File: src/rtl/tsprt_pkg.sv
// ----------------------------------------------------------------------------
// tsprt_pkg
// Shared types and constants of the transport stream PCR reference tracker.
// ----------------------------------------------------------------------------
package tsprt_pkg;

  // Candidate table
  localparam int CandSlots = 8;
  localparam int CandIdxW  = (CandSlots > 1) ? $clog2(CandSlots) : 1;
  localparam int CandCntW  = $clog2(CandSlots + 1);

  // Queue between front and back
  localparam int QueueDepth = 2;
  localparam int QPtrW      = (QueueDepth > 1) ? $clog2(QueueDepth) : 1;
  localparam int QCntW      = $clog2(QueueDepth + 1);

  // Configuration port
  localparam int CfgIdxW  = 8;
  localparam int CfgDataW = 32;

  localparam logic [CfgIdxW-1:0] REG_IDLE_GAP      = CfgIdxW'(0);
  localparam logic [CfgIdxW-1:0] REG_NORMAL_WINDOW = CfgIdxW'(1);
  localparam logic [CfgIdxW-1:0] REG_SEEK_LIMIT    = CfgIdxW'(2);
  localparam logic [CfgIdxW-1:0] REG_PROMOTE_COUNT = CfgIdxW'(3);

  localparam logic [15:0] IDLE_GAP_RST      = 16'd2000;
  localparam logic [19:0] NORMAL_WINDOW_RST = 20'd45000;
  localparam logic [25:0] SEEK_LIMIT_RST    = 26'd40500000;
  localparam logic [2:0]  PROMOTE_COUNT_RST = 3'd5;

  // Header bit positions
  localparam int B1_ERR     = 7;
  localparam int B1_PUSI    = 6;
  localparam int B3_ADAPT   = 5;
  localparam int B3_PAYLOAD = 4;
  localparam int AF_PCR     = 4;

  localparam logic [12:0] TT_PID       = 13'h014;
  localparam logic [7:0]  PCR_MIN_ALEN = 8'd5;
  localparam logic [2:0]  HITS_MAX     = 3'd7;
  localparam logic [31:0] PCR_MAX      = 32'hFFFF_FFFF;
  localparam logic [33:0] PCR_WRAP_ADD = 34'h1_0000_0000;

  typedef struct packed {
    logic        seen;
    logic        tt;
    logic [12:0] pid;
    logic [31:0] pcr;
    logic [31:0] now;
  } item_t;

  typedef struct packed {
    logic [15:0] idle_gap_ms;
    logic [19:0] normal_window;
    logic [25:0] seek_limit;
    logic [2:0]  promote_count;
  } cfg_t;

  typedef struct packed {
    logic full;
    logic empty;
  } q_stat_t;

endpackage

File: src/rtl/ts_pcr_reference_tracker_core.sv
// ----------------------------------------------------------------------------
// ts_pcr_reference_tracker_core
// Accepted header beats enter a two-beat queue, which lets the front accept
// while the back is busy. The four-step back sequencer (idle, table, diff,
// done) takes one item at a time and registers its result, stalling in done.
// Reset: synchronous active low; clears the reference, the candidate count,
// the last PCR and time stamp, and loads the register defaults.
// ----------------------------------------------------------------------------
module ts_pcr_reference_tracker_core (
  input  logic                            clk,
  input  logic                            rst_n,
  input  logic                            in_valid,
  output logic                            in_ready,
  input  logic [7:0]                      in_hdr_byte1,
  input  logic [7:0]                      in_hdr_byte2,
  input  logic [7:0]                      in_hdr_byte3,
  input  logic [7:0]                      in_adapt_length,
  input  logic [7:0]                      in_adapt_flags,
  input  logic [31:0]                     in_pcr_top,
  input  logic [31:0]                     in_now_ms,
  output logic                            out_valid,
  input  logic                            out_ready,
  output logic                            out_pcr_seen,
  output logic                            out_time_table_packet,
  output logic                            out_ref_valid,
  output logic [12:0]                     out_ref_pid,
  output logic                            out_is_reference,
  output logic                            out_stream_reset,
  output logic                            out_seek_detected,
  output logic signed [26:0]              out_pcr_jump,
  input  logic                            cfg_valid,
  output logic                            cfg_ready,
  input  logic [tsprt_pkg::CfgIdxW-1:0]   cfg_index,
  input  logic [tsprt_pkg::CfgDataW-1:0]  cfg_data
);
  import tsprt_pkg::*;

  cfg_t     cfg_r;
  q_stat_t  q_stat;
  logic     q_push;
  item_t    q_push_item;
  logic     q_pop;
  logic     q_valid;
  item_t    q_pop_item;

  assign cfg_ready = 1'b1;

  always_ff @(posedge clk) begin
    if (!rst_n) begin
      cfg_r.idle_gap_ms   <= IDLE_GAP_RST;
      cfg_r.normal_window <= NORMAL_WINDOW_RST;
      cfg_r.seek_limit    <= SEEK_LIMIT_RST;
      cfg_r.promote_count <= PROMOTE_COUNT_RST;
    end else if (cfg_valid) begin
      // Writes to an index outside the register list are dropped.
      unique case (cfg_index)
        REG_IDLE_GAP:      cfg_r.idle_gap_ms   <= cfg_data[15:0];
        REG_NORMAL_WINDOW: cfg_r.normal_window <= cfg_data[19:0];
        REG_SEEK_LIMIT:    cfg_r.seek_limit    <= cfg_data[25:0];
        REG_PROMOTE_COUNT: cfg_r.promote_count <= cfg_data[2:0];
        default: ;
      endcase
    end
  end

  tsprt_front u_front (
    .in_valid        (in_valid),
    .in_ready        (in_ready),
    .in_hdr_byte1    (in_hdr_byte1),
    .in_hdr_byte2    (in_hdr_byte2),
    .in_hdr_byte3    (in_hdr_byte3),
    .in_adapt_length (in_adapt_length),
    .in_adapt_flags  (in_adapt_flags),
    .in_pcr_top      (in_pcr_top),
    .in_now_ms       (in_now_ms),
    .q_stat          (q_stat),
    .q_push          (q_push),
    .q_item          (q_push_item)
  );

  tsprt_queue u_queue (
    .clk       (clk),
    .rst_n     (rst_n),
    .push      (q_push),
    .push_item (q_push_item),
    .pop       (q_pop),
    .pop_valid (q_valid),
    .pop_item  (q_pop_item),
    .stat      (q_stat)
  );

  tsprt_back u_back (
    .clk                   (clk),
    .rst_n                 (rst_n),
    .cfg                   (cfg_r),
    .q_valid               (q_valid),
    .q_item                (q_pop_item),
    .q_pop                 (q_pop),
    .out_valid             (out_valid),
    .out_ready             (out_ready),
    .out_pcr_seen          (out_pcr_seen),
    .out_time_table_packet (out_time_table_packet),
    .out_ref_valid         (out_ref_valid),
    .out_ref_pid           (out_ref_pid),
    .out_is_reference      (out_is_reference),
    .out_stream_reset      (out_stream_reset),
    .out_seek_detected     (out_seek_detected),
    .out_pcr_jump          (out_pcr_jump)
  );

  // The queue never takes a beat while it is full.
  a_no_overflow: assert property (@(posedge clk) disable iff (!rst_n)
    q_stat.full |-> !q_push)
    else $error("queue pushed while full");

  // A popped item must come from a non-empty queue.
  a_no_underflow: assert property (@(posedge clk) disable iff (!rst_n)
    q_pop |-> !q_stat.empty)
    else $error("queue popped while empty");

  // A reference packet implies a usable PCR and a chosen reference.
  a_ref_consistent: assert property (@(posedge clk) disable iff (!rst_n)
    (out_valid && out_is_reference) |-> (out_pcr_seen && out_ref_valid))
    else $error("reference result without PCR or reference");

  // A seek is reported only for reference packets; an idle gap may still
  // raise a reset beside it.
  a_seek_class: assert property (@(posedge clk) disable iff (!rst_n)
    (out_valid && out_seek_detected) |-> out_is_reference)
    else $error("inconsistent seek classification");

  // The jump is zero unless a seek is reported.
  a_jump_zero: assert property (@(posedge clk) disable iff (!rst_n)
    (out_valid && !out_seek_detected) |-> (out_pcr_jump == 27'sd0))
    else $error("nonzero jump without seek");

endmodule

File: src/rtl/tsprt_front.sv
// ----------------------------------------------------------------------------
// tsprt_front
// Accepts packet headers, decodes PID and flags and pushes one classified
// item into the queue.
// ----------------------------------------------------------------------------
module tsprt_front (
  input  logic                 in_valid,
  output logic                 in_ready,
  input  logic [7:0]           in_hdr_byte1,
  input  logic [7:0]           in_hdr_byte2,
  input  logic [7:0]           in_hdr_byte3,
  input  logic [7:0]           in_adapt_length,
  input  logic [7:0]           in_adapt_flags,
  input  logic [31:0]          in_pcr_top,
  input  logic [31:0]          in_now_ms,
  input  tsprt_pkg::q_stat_t   q_stat,
  output logic                 q_push,
  output tsprt_pkg::item_t     q_item
);
  import tsprt_pkg::*;

  logic        err;
  logic [12:0] pid;

  assign err      = in_hdr_byte1[B1_ERR];
  assign pid      = {in_hdr_byte1[4:0], in_hdr_byte2};
  assign in_ready = !q_stat.full;
  assign q_push   = in_valid && !q_stat.full;

  always_comb begin
    q_item.pid  = pid;
    q_item.pcr  = in_pcr_top;
    q_item.now  = in_now_ms;
    q_item.seen = in_hdr_byte3[B3_ADAPT] && (in_adapt_length >= PCR_MIN_ALEN) &&
                  in_adapt_flags[AF_PCR] && !err;
    q_item.tt   = (pid == TT_PID) && in_hdr_byte1[B1_PUSI] &&
                  in_hdr_byte3[B3_PAYLOAD] && !err;
  end

endmodule

File: src/rtl/tsprt_queue.sv
// ----------------------------------------------------------------------------
// tsprt_queue
// Short first-in first-out queue of decoded items between front and back.
// ----------------------------------------------------------------------------
module tsprt_queue (
  input  logic                clk,
  input  logic                rst_n,
  input  logic                push,
  input  tsprt_pkg::item_t    push_item,
  input  logic                pop,
  output logic                pop_valid,
  output tsprt_pkg::item_t    pop_item,
  output tsprt_pkg::q_stat_t  stat
);
  import tsprt_pkg::*;

  item_t             mem_r [QueueDepth];
  logic [QPtrW-1:0]  wr_ptr_r;
  logic [QPtrW-1:0]  rd_ptr_r;
  logic [QCntW-1:0]  count_r;
  logic              do_pop;

  assign pop_valid  = (count_r != '0);
  assign pop_item   = mem_r[rd_ptr_r];
  assign stat.full  = (count_r == QCntW'(QueueDepth));
  assign stat.empty = (count_r == '0);
  assign do_pop     = pop && pop_valid;

  always_ff @(posedge clk) begin
    if (push) begin
      mem_r[wr_ptr_r] <= push_item;
    end
  end

  always_ff @(posedge clk) begin
    if (!rst_n) begin
      wr_ptr_r <= '0;
      rd_ptr_r <= '0;
      count_r  <= '0;
    end else begin
      if (push) begin
        wr_ptr_r <= (wr_ptr_r == QPtrW'(QueueDepth - 1)) ? '0 : wr_ptr_r + QPtrW'(1);
      end
      if (do_pop) begin
        rd_ptr_r <= (rd_ptr_r == QPtrW'(QueueDepth - 1)) ? '0 : rd_ptr_r + QPtrW'(1);
      end
      if (push && !do_pop) begin
        count_r <= count_r + QCntW'(1);
      end else if (!push && do_pop) begin
        count_r <= count_r - QCntW'(1);
      end
    end
  end

endmodule

File: src/rtl/tsprt_back.sv
// ----------------------------------------------------------------------------
// tsprt_back
// Sequencer that runs the candidate table, reference choice and PCR jump
// classification for one item at a time and holds the result register.
// ----------------------------------------------------------------------------
module tsprt_back (
  input  logic                clk,
  input  logic                rst_n,
  input  tsprt_pkg::cfg_t     cfg,
  input  logic                q_valid,
  input  tsprt_pkg::item_t    q_item,
  output logic                q_pop,
  output logic                out_valid,
  input  logic                out_ready,
  output logic                out_pcr_seen,
  output logic                out_time_table_packet,
  output logic                out_ref_valid,
  output logic [12:0]         out_ref_pid,
  output logic                out_is_reference,
  output logic                out_stream_reset,
  output logic                out_seek_detected,
  output logic signed [26:0]  out_pcr_jump
);
  import tsprt_pkg::*;

  typedef enum logic [1:0] {ST_IDLE, ST_TABLE, ST_DIFF, ST_DONE} state_t;

  state_t               state_r;
  item_t                item_r;
  logic                 hit_r;
  logic [CandIdxW-1:0]  hit_idx_r;
  logic                 pre_ref_r;
  logic                 is_ref_r;
  logic                 gap_r;
  logic [33:0]          diff_r;

  logic [12:0]          cand_pid_r  [CandSlots];
  logic [2:0]           cand_hits_r [CandSlots];
  logic [CandCntW-1:0]  cand_used_r;
  logic                 ref_valid_r;
  logic [12:0]          ref_pid_r;
  logic [31:0]          last_pcr_r;
  logic [31:0]          last_time_r;

  logic                 out_valid_r;
  logic                 out_seen_r;
  logic                 out_tt_r;
  logic                 out_ref_valid_r;
  logic [12:0]          out_ref_pid_r;
  logic                 out_is_ref_r;
  logic                 out_reset_r;
  logic                 out_seek_r;
  logic [26:0]          out_jump_r;

  logic                 hit_any;
  logic [CandIdxW-1:0]  hit_idx;
  logic [2:0]           need;
  logic [2:0]           hits_nxt;
  logic                 note;
  logic                 upd_en;
  logic                 ins_en;
  logic                 promote;
  logic                 is_ref_nxt;
  logic                 gap_nxt;
  logic                 wrap;
  logic [33:0]          diff_nxt;
  logic                 normal;
  logic [33:0]          mag;
  logic                 seek;
  logic                 done_go;

  // Lowest matching slot among the filled entries; the loop runs downward
  // so that the last assignment wins for the lowest index.
  always_comb begin
    hit_any = 1'b0;
    hit_idx = '0;
    for (int k = CandSlots - 1; k >= 0; k--) begin
      if ((CandCntW'(k) < cand_used_r) && (cand_pid_r[k] == q_item.pid)) begin
        hit_any = 1'b1;
        hit_idx = CandIdxW'(k);
      end
    end
  end

  assign q_pop = (state_r == ST_IDLE) && q_valid;

  always_comb begin
    need     = (cfg.promote_count == 3'd0) ? 3'd1 : cfg.promote_count;
    hits_nxt = (cand_hits_r[hit_idx_r] == HITS_MAX) ? HITS_MAX :
               cand_hits_r[hit_idx_r] + 3'd1;
    note     = (state_r == ST_TABLE) && item_r.seen && !pre_ref_r;
    upd_en   = note && hit_r;
    ins_en   = note && !hit_r && (cand_used_r < CandCntW'(CandSlots));
    promote  = (upd_en && (hits_nxt >= need)) || (ins_en && (need == 3'd1));
    // A promotion names this packet's PID, so the packet is then a reference.
    is_ref_nxt = item_r.seen && (pre_ref_r || promote);
    gap_nxt    = item_r.seen && ((item_r.now - last_time_r) >= {16'd0, cfg.idle_gap_ms});
  end

  always_comb begin
    wrap = (item_r.pcr < {12'd0, cfg.normal_window}) &&
           ((PCR_MAX - {12'd0, cfg.normal_window}) < last_pcr_r);
    diff_nxt = {2'b00, item_r.pcr} - {2'b00, last_pcr_r} + (wrap ? PCR_WRAP_ADD : 34'd0);
  end

  always_comb begin
    normal  = !diff_r[33] && (diff_r < {14'd0, cfg.normal_window});
    mag     = diff_r[33] ? (~diff_r + 34'd1) : diff_r;
    seek    = is_ref_r && !normal && (mag < {8'd0, cfg.seek_limit});
    done_go = (state_r == ST_DONE) && (!out_valid_r || out_ready);
  end

  always_ff @(posedge clk) begin
    if (upd_en) begin
      cand_hits_r[hit_idx_r] <= hits_nxt;
    end
    if (ins_en) begin
      cand_pid_r[cand_used_r[CandIdxW-1:0]]  <= item_r.pid;
      cand_hits_r[cand_used_r[CandIdxW-1:0]] <= 3'd1;
    end
  end

  always_ff @(posedge clk) begin
    if (!rst_n) begin
      state_r     <= ST_IDLE;
      cand_used_r <= '0;
      ref_valid_r <= 1'b0;
      ref_pid_r   <= '0;
      last_pcr_r  <= '0;
      last_time_r <= '0;
      out_valid_r <= 1'b0;
    end else begin
      // A new result loaded in the same cycle keeps the valid flag set.
      if (out_valid_r && out_ready && !done_go) begin
        out_valid_r <= 1'b0;
      end
      unique case (state_r)
        ST_IDLE: begin
          if (q_valid) begin
            item_r    <= q_item;
            hit_r     <= hit_any;
            hit_idx_r <= hit_idx;
            pre_ref_r <= ref_valid_r && (q_item.pid == ref_pid_r);
            state_r   <= ST_TABLE;
          end
        end
        ST_TABLE: begin
          if (promote) begin
            ref_valid_r <= 1'b1;
            ref_pid_r   <= item_r.pid;
          end
          if (is_ref_nxt) begin
            cand_used_r <= '0;
          end else if (ins_en) begin
            cand_used_r <= cand_used_r + CandCntW'(1);
          end
          if (item_r.seen) begin
            last_time_r <= item_r.now;
          end
          is_ref_r <= is_ref_nxt;
          gap_r    <= gap_nxt;
          state_r  <= ST_DIFF;
        end
        ST_DIFF: begin
          diff_r  <= diff_nxt;
          state_r <= ST_DONE;
        end
        ST_DONE: begin
          if (done_go) begin
            out_valid_r     <= 1'b1;
            out_seen_r      <= item_r.seen;
            out_tt_r        <= item_r.tt;
            out_ref_valid_r <= ref_valid_r;
            out_ref_pid_r   <= ref_pid_r;
            out_is_ref_r    <= is_ref_r;
            out_seek_r      <= seek;
            out_reset_r     <= gap_r || (is_ref_r && !normal && !seek);
            out_jump_r      <= seek ? diff_r[26:0] : 27'd0;
            if (is_ref_r) begin
              last_pcr_r <= item_r.pcr;
            end
            state_r <= ST_IDLE;
          end
        end
        default: state_r <= ST_IDLE;
      endcase
    end
  end

  assign out_valid             = out_valid_r;
  assign out_pcr_seen          = out_seen_r;
  assign out_time_table_packet = out_tt_r;
  assign out_ref_valid         = out_ref_valid_r;
  assign out_ref_pid           = out_ref_pid_r;
  assign out_is_reference      = out_is_ref_r;
  assign out_stream_reset      = out_reset_r;
  assign out_seek_detected     = out_seek_r;
  assign out_pcr_jump          = signed'(out_jump_r);

endmodule

File: config.mk
export PLATFORM = sky130hd
export DESIGN_NAME = ts_pcr_reference_tracker_core
export DESIGN_NICKNAME = d
export VERILOG_FILES = /design/src/rtl/tsprt_pkg.sv /design/src/rtl/ts_pcr_reference_tracker_core.sv /design/src/rtl/tsprt_front.sv /design/src/rtl/tsprt_queue.sv /design/src/rtl/tsprt_back.sv
export SDC_FILE = /design/constraint.sdc
export NUM_CORES = 1
export LEC_CHECK = 0
export BUFFER_PORTS_ARGS = -buffer_cell sky130_fd_sc_hd__buf_2
export CAP_MARGIN = 20
export CORE_ASPECT_RATIO = 1.2
export CORE_UTILIZATION = 40
export CTS_CLUSTER_DIAMETER = 120
export DETAILED_ROUTE_END_ITERATION = 8
export PLACE_DENSITY = 0.62
export SLEW_MARGIN = 20
export SYNTH_ARGS = -nofsm -noshare
export SYNTH_HDL_FRONTEND = slang
export SYNTH_SLANG_ARGS = --single-unit
File: constraint.sdc
create_clock -name clk -period 10.55 [get_ports clk]
set_input_delay 2.11 -clock clk [delete_from_list [all_inputs] [get_ports clk]]
set_output_delay 2.11 -clock clk [all_outputs]
set_load 0.05 [all_outputs]
==> flow_summary.html <==
<table>
<tr><th>Metric</th><th>Value</th></tr>
<tr><th colspan="2">Critical path</th></tr>
<tr><td>Crit Path Max Fanout</td><td>5</td></tr>
<tr><td>Worst Path Arrival</td><td>between 5 and 6 ns</td></tr>
<tr><td>R2R depth</td><td>18</td></tr>
<tr><td>Setup slack on the worst flop-to-flop path</td><td>between 5 and 6 ns</td></tr>
<tr><td>Critical path depth</td><td>18</td></tr>
<tr><td>Buffers &amp; Inverters on Critical Path</td><td>0</td></tr>
<tr><td>Kind of cell adding the most delay to the critical path</td><td>compound AO/OA/AOI/OAI gates</td></tr>
<tr><td>Crit path capture type</td><td>register</td></tr>
<tr><td>Kind of launch point of the worst setup path</td><td>register</td></tr>
<tr><td>Reg2reg start</td><td>u_back.item_r[4]$_DFFE_PP_</td></tr>
<tr><td>Startpoint of the most critical setup path</td><td>u_back.item_r[4]$_DFFE_PP_</td></tr>
<tr><td>Cell Chain, Critical Path</td><td>ha_1, a21oi_1, nor3b_1, o2bb2ai_1, o21ai_0, a311oi_1, nor3_1, xor2_1, ha_1, a21oi_1, nor2b_1, o21ai_0, nand4_1, or4_1, a2111oi_0, o2111ai_1, nor4_1, a31oi_1</td></tr>
<tr><td>Data required, critical path</td><td>10.87 ns</td></tr>
<tr><td>Classification of the worst setup path</td><td>register to register</td></tr>
<tr><td>Slowest-stage cell, CP</td><td>sky130_fd_sc_hd__or4_1</td></tr>
<tr><td>Critical Path Max Stage Delay</td><td>0.52 ns</td></tr>
<tr><th colspan="2">Die</th></tr>
<tr><td>Core footprint</td><td>roughly 71,000 um^2</td></tr>
<tr><td>Die Height</td><td>297 um</td></tr>
<tr><td>Starting density of the core</td><td>40.6%</td></tr>
<tr><td>Number of I/O pins</td><td>198</td></tr>
<tr><td>Die boundary width</td><td>248 um</td></tr>
<tr><td>Row count</td><td>between 100 and 150</td></tr>
<tr><td>Area enclosed by the die boundary</td><td>73,500 um^2</td></tr>
<tr><th colspan="2">Yosys</th></tr>
<tr><td>Portion of synthesized cell area occupied by the leading cell type</td><td>46.9%</td></tr>
<tr><td>Net Count, Synth</td><td>2,802</td></tr>
<tr><td>Number of enable flip-flop cells after synthesis</td><td>between 400 and 500</td></tr>
<tr><td>Share of synthesized area occupied by flip-flops and latches</td><td>57.6%</td></tr>
<tr><td>Number of warnings issued by yosys</td><td>0</td></tr>
<tr><td>Average size of a mapped cell</td><td>11.7 um^2</td></tr>
<tr><td>Synthesized instance count</td><td>2,475</td></tr>
<tr><td>Number of register bits inferred by synthesis</td><td>607</td></tr>
<tr><td>Ys async rst share</td><td>0%</td></tr>
<tr><td>Area contributors post-synth</td><td>sky130_fd_sc_hd__edfxtp_1, sky130_fd_sc_hd__dfxtp_1, sky130_fd_sc_hd__ha_1</td></tr>
<tr><td>Library cells used by synthesis</td><td>75</td></tr>
<tr><td>Predominant post-synthesis flop cell</td><td>sky130_fd_sc_hd__edfxtp_1</td></tr>
<tr><td>Cell type with the highest aggregate area in the netlist</td><td>sky130_fd_sc_hd__edfxtp_1</td></tr>
<tr><td>Post-synthesis instance area</td><td>around 29,000 um^2</td></tr>
<tr><th colspan="2">Power</th></tr>
<tr><td>Final total power</td><td>7.26 mW</td></tr>
<tr><td>VDD IR max</td><td>roughly 140 uV</td></tr>
<tr><td>Clock power frac</td><td>30.4%</td></tr>
<tr><td>Part of the total power dissipated in combinational logic</td><td>about a quarter</td></tr>
<tr><td>Internal Power</td><td>5.00 mW</td></tr>
<tr><td>Standby leakage power</td><td>11.9 nW</td></tr>
<tr><td>Cell area power density</td><td>219 nW/um^2</td></tr>
<tr><td>Power spent charging and discharging nets</td><td>2.26 mW</td></tr>
<tr><td>Switching Fraction</td><td>31.1%</td></tr>
<tr><td>Sequential share of power</td><td>a little over two fifths</td></tr>
<tr><th colspan="2">Clock tree</th></tr>
<tr><td>Clock transition time at the flip-flop clock pins of the worst setup and hold paths</td><td>about 0.060 ns</td></tr>
<tr><td>Cell chosen for the clock root</td><td>sky130_fd_sc_hd__clkbuf_16</td></tr>
<tr><td>Number of H-tree levels</td><td>2</td></tr>
<tr><td>Clock tree from TritonCTS</td><td>done</td></tr>
<tr><td>Setup fix buffers added after clock tree synthesis</td><td>0</td></tr>
<tr><td>Number of instances resized during post-cts repair</td><td>0</td></tr>
<tr><td>Inserted Clock Buffers</td><td>60</td></tr>
<tr><td>Insertion delay to the later sink of the worst-skew pair</td><td>roughly 0.66 ns</td></tr>
<tr><td>Clock tree sinks</td><td>~610</td></tr>
<tr><td>Hold Buf Count CTS</td><td>0</td></tr>
<tr><td>Clock tree buffer depth</td><td>3</td></tr>
<tr><th colspan="2">Placement</th></tr>
<tr><td>Routability Congestion</td><td>around 0.91</td></tr>
<tr><td>HPWL reported at the end of detailed placement</td><td>47.1 mm</td></tr>
<tr><td>Count of input and output buffers</td><td>176</td></tr>
<tr><th colspan="2">GRT</th></tr>
<tr><td>Number of antenna violations at the first check in global routing</td><td>8</td></tr>
<tr><td>Via count of the first global-routing pass</td><td>19,144</td></tr>
<tr><td>Global-route wire length before repair</td><td>103 mm</td></tr>
<tr><td>Pin count of the biggest net entering global routing</td><td>76</td></tr>
<tr><td>Total grt overflow</td><td>0</td></tr>
<tr><td>Global-route usage over all layers</td><td>17.8%</td></tr>
<tr><th colspan="2">Timing</th></tr>
<tr><td>Endpoints failing hold</td><td>0</td></tr>
<tr><td>Max Clock Freq</td><td>about 190 MHz</td></tr>
<tr><td>Worst slew margin relative to its limit</td><td>30.9%</td></tr>
<tr><td>Shortest period the worst path allows</td><td>5.25 ns</td></tr>
<tr><td>Max Transition Viols Final</td><td>0</td></tr>
<tr><td>Setup_tns</td><td>0 ns</td></tr>
<tr><td>Total setup violations reported at the end of the flow</td><td>0</td></tr>
<tr><td>Pin slew with the least headroom to its limit</td><td>1.04 ns</td></tr>
<tr><td>Worst setup skew after layout</td><td>0.0550 ns</td></tr>
<tr><td>RSZ-0062 raised after global routing</td><td>no</td></tr>
<tr><td>Period utilization</td><td>49.8%</td></tr>
<tr><th colspan="2">Hold path</th></tr>
<tr><td>Type of the tightest min-delay check</td><td>register to register</td></tr>
<tr><td>Min-Delay Startpoint</td><td>u_back.item_r[77]$_DFFE_PP_</td></tr>
<tr><td>Number of cells on the worst hold path</td><td>0</td></tr>
<tr><th colspan="2">Route</th></tr>
<tr><td>Initial DRC Count</td><td>1,046</td></tr>
<tr><td>Number of search-and-repair iterations in the first detailed-routing pass</td><td>8</td></tr>
<tr><td>Total length of routed wires</td><td>65.6 mm</td></tr>
<tr><td>Vias post-DR</td><td>about 19,000</td></tr>
<tr><td>Detailed-route wire length per cell</td><td>between 15 and 20 um</td></tr>
<tr><td>Residual DRC</td><td>34</td></tr>
<tr><td>Remaining antenna violation count after routing</td><td>0</td></tr>
<tr><td>Via density per instance</td><td>5.20</td></tr>
<tr><th colspan="2">Cells and area</th></tr>
<tr><td>Area occupied by multi-input gates</td><td>roughly 11,000 um^2</td></tr>
<tr><td>Commonest non-fill, non-tap cells in the layout</td><td>sky130_fd_sc_hd__edfxtp_1, sky130_fd_sc_hd__nand2_1, sky130_fd_sc_hd__inv_1</td></tr>
<tr><td>Most common cell after layout, fill and taps aside</td><td>sky130_fd_sc_hd__edfxtp_1</td></tr>
<tr><td>Flip-flop and latch area</td><td>16,700 um^2</td></tr>
<tr><td>Fraction of layout cells with a size suffix above 1</td><td>15.5%</td></tr>
<tr><td>Area growth from synthesis to layout</td><td>14.1%</td></tr>
<tr><td>FILL cells</td><td>between 6,000 and 7,000</td></tr>
<tr><td>Nets</td><td>between 2,000 and 3,000</td></tr>
<tr><td>Utilization after layout</td><td>46.3%</td></tr>
<tr><th colspan="2">Flow run</th></tr>
<tr><td>Maxcap violations</td><td>0</td></tr>
<tr><th colspan="2">Outcome</th></tr>
<tr><td>Result of the run</td><td>finished, violations left</td></tr>
<tr><td>Failing checks</td><td>design-rule violations</td></tr>
</table>
==> per-layer routing <==
layer  wire length (um)  global-route usage (%)  vias to the layer above  part of all wire, %
met2              33500                    31.9                      408                   51
met5                 74                       0                        -                 0.11
met1              27600                    22.1                     9094                   42
met4               1450                    4.67                       12                  2.2
met3               3000                    2.66                      116                  4.6
li1                   -                       -                     9300                    -
==> final timing paths <==
path | endpoint
setup / recovery | u_back.gap_r$_DFFE_PP_
hold / removal | u_back.out_time_table_packet$_DFFE_PP_
setup reg to reg | u_back.gap_r$_DFFE_PP_
hold reg to reg | u_back.out_time_table_packet$_DFFE_PP_
==> cells in the mapped netlist, drive strengths merged, types with 25 or more instances <==
cell    number
o211ai      39
nor2       112
a21o        43
ha         176
mux2        70
inv        195
xnor2      126
xor2        71
edfxtp     452
nor3        63
dfxtp      155
nand2      277
mux2i       43
nand4       36
clkbuf      75
o21ai       64
nand2b      25
a21oi      174
==> cell type report <==
class	instances	share of cell area, %
diodes	3	0.0227
clock inverters	35	1.23
repair buffers	212	3.49
well taps	926	3.50
inverters	195	2.22
flip-flops and latches	607	50.4
multi-input cells	1586	34.1
clock buffers	79	5.04
==> cells by family after synthesis <==
logic type | count (synthesis) | share of synthesized area [%]
adder cells (fa/ha/maj) | 178 | 7.74
other | 1 | 0.0129
flip-flops | 607 | 57.6
multiplexers | 119 | 4.67
XOR/XNOR | 197 | 5.96
buffers and inverters | 282 | 3.75
AND/OR/NAND/NOR | 656 | 10.9
AO/OA/AOI/OAI | 435 | 9.43
==> metrics by stage <==
| step | cells | area (um^2) | worst slack (ns) | hold WS (ns) |
|---|---|---|---|---|
| after floorplan | 2475 | 29000 | 3.67 | 0.400 |
| after global placement | 3525 | 31000 | 5.40 | 0.406 |
| after detailed placement | 3526 | 31000 | 5.35 | 0.408 |
| after CTS | 3640 | 33000 | 5.36 | 0.381 |
| after global routing | 3642 | 33100 | 4.96 | 0.395 |
| final | 3643 | 33100 | 5.30 | 0.374 |
==> power groups by stage <==
stage / Combinational (mW) / Sequential (mW) / Clock, mW
after global placement: 1.86 / 3.18 / 0
after CTS: 1.92 / 3.15 / 2.25
after global routing: 2.12 / 3.17 / 2.35
after floorplan: 1.40 / 3.15 / 0
after detailed placement: 1.91 / 3.20 / 0
final: 1.91 / 3.14 / 2.20
==> flip-flops by register name, indices dropped and copies added, names as in the netlist, 3 cells and up, named ones only <==
signal	count
u_back.last_pcr_r	32
u_back.out_ref_pid	13
u_back.out_pcr_jump	27
u_back.diff_r	34
u_back.cand_used_r	4
u_back.last_time_r	32
u_back.ref_pid_r	13
cfg_r	65
u_back.cand_pid_r	104
u_back.hit_idx_r	3
u_back.item_r	79
u_queue.mem_r	158
u_back.cand_hits_r	24
Power figures use the tool's default switching activity.
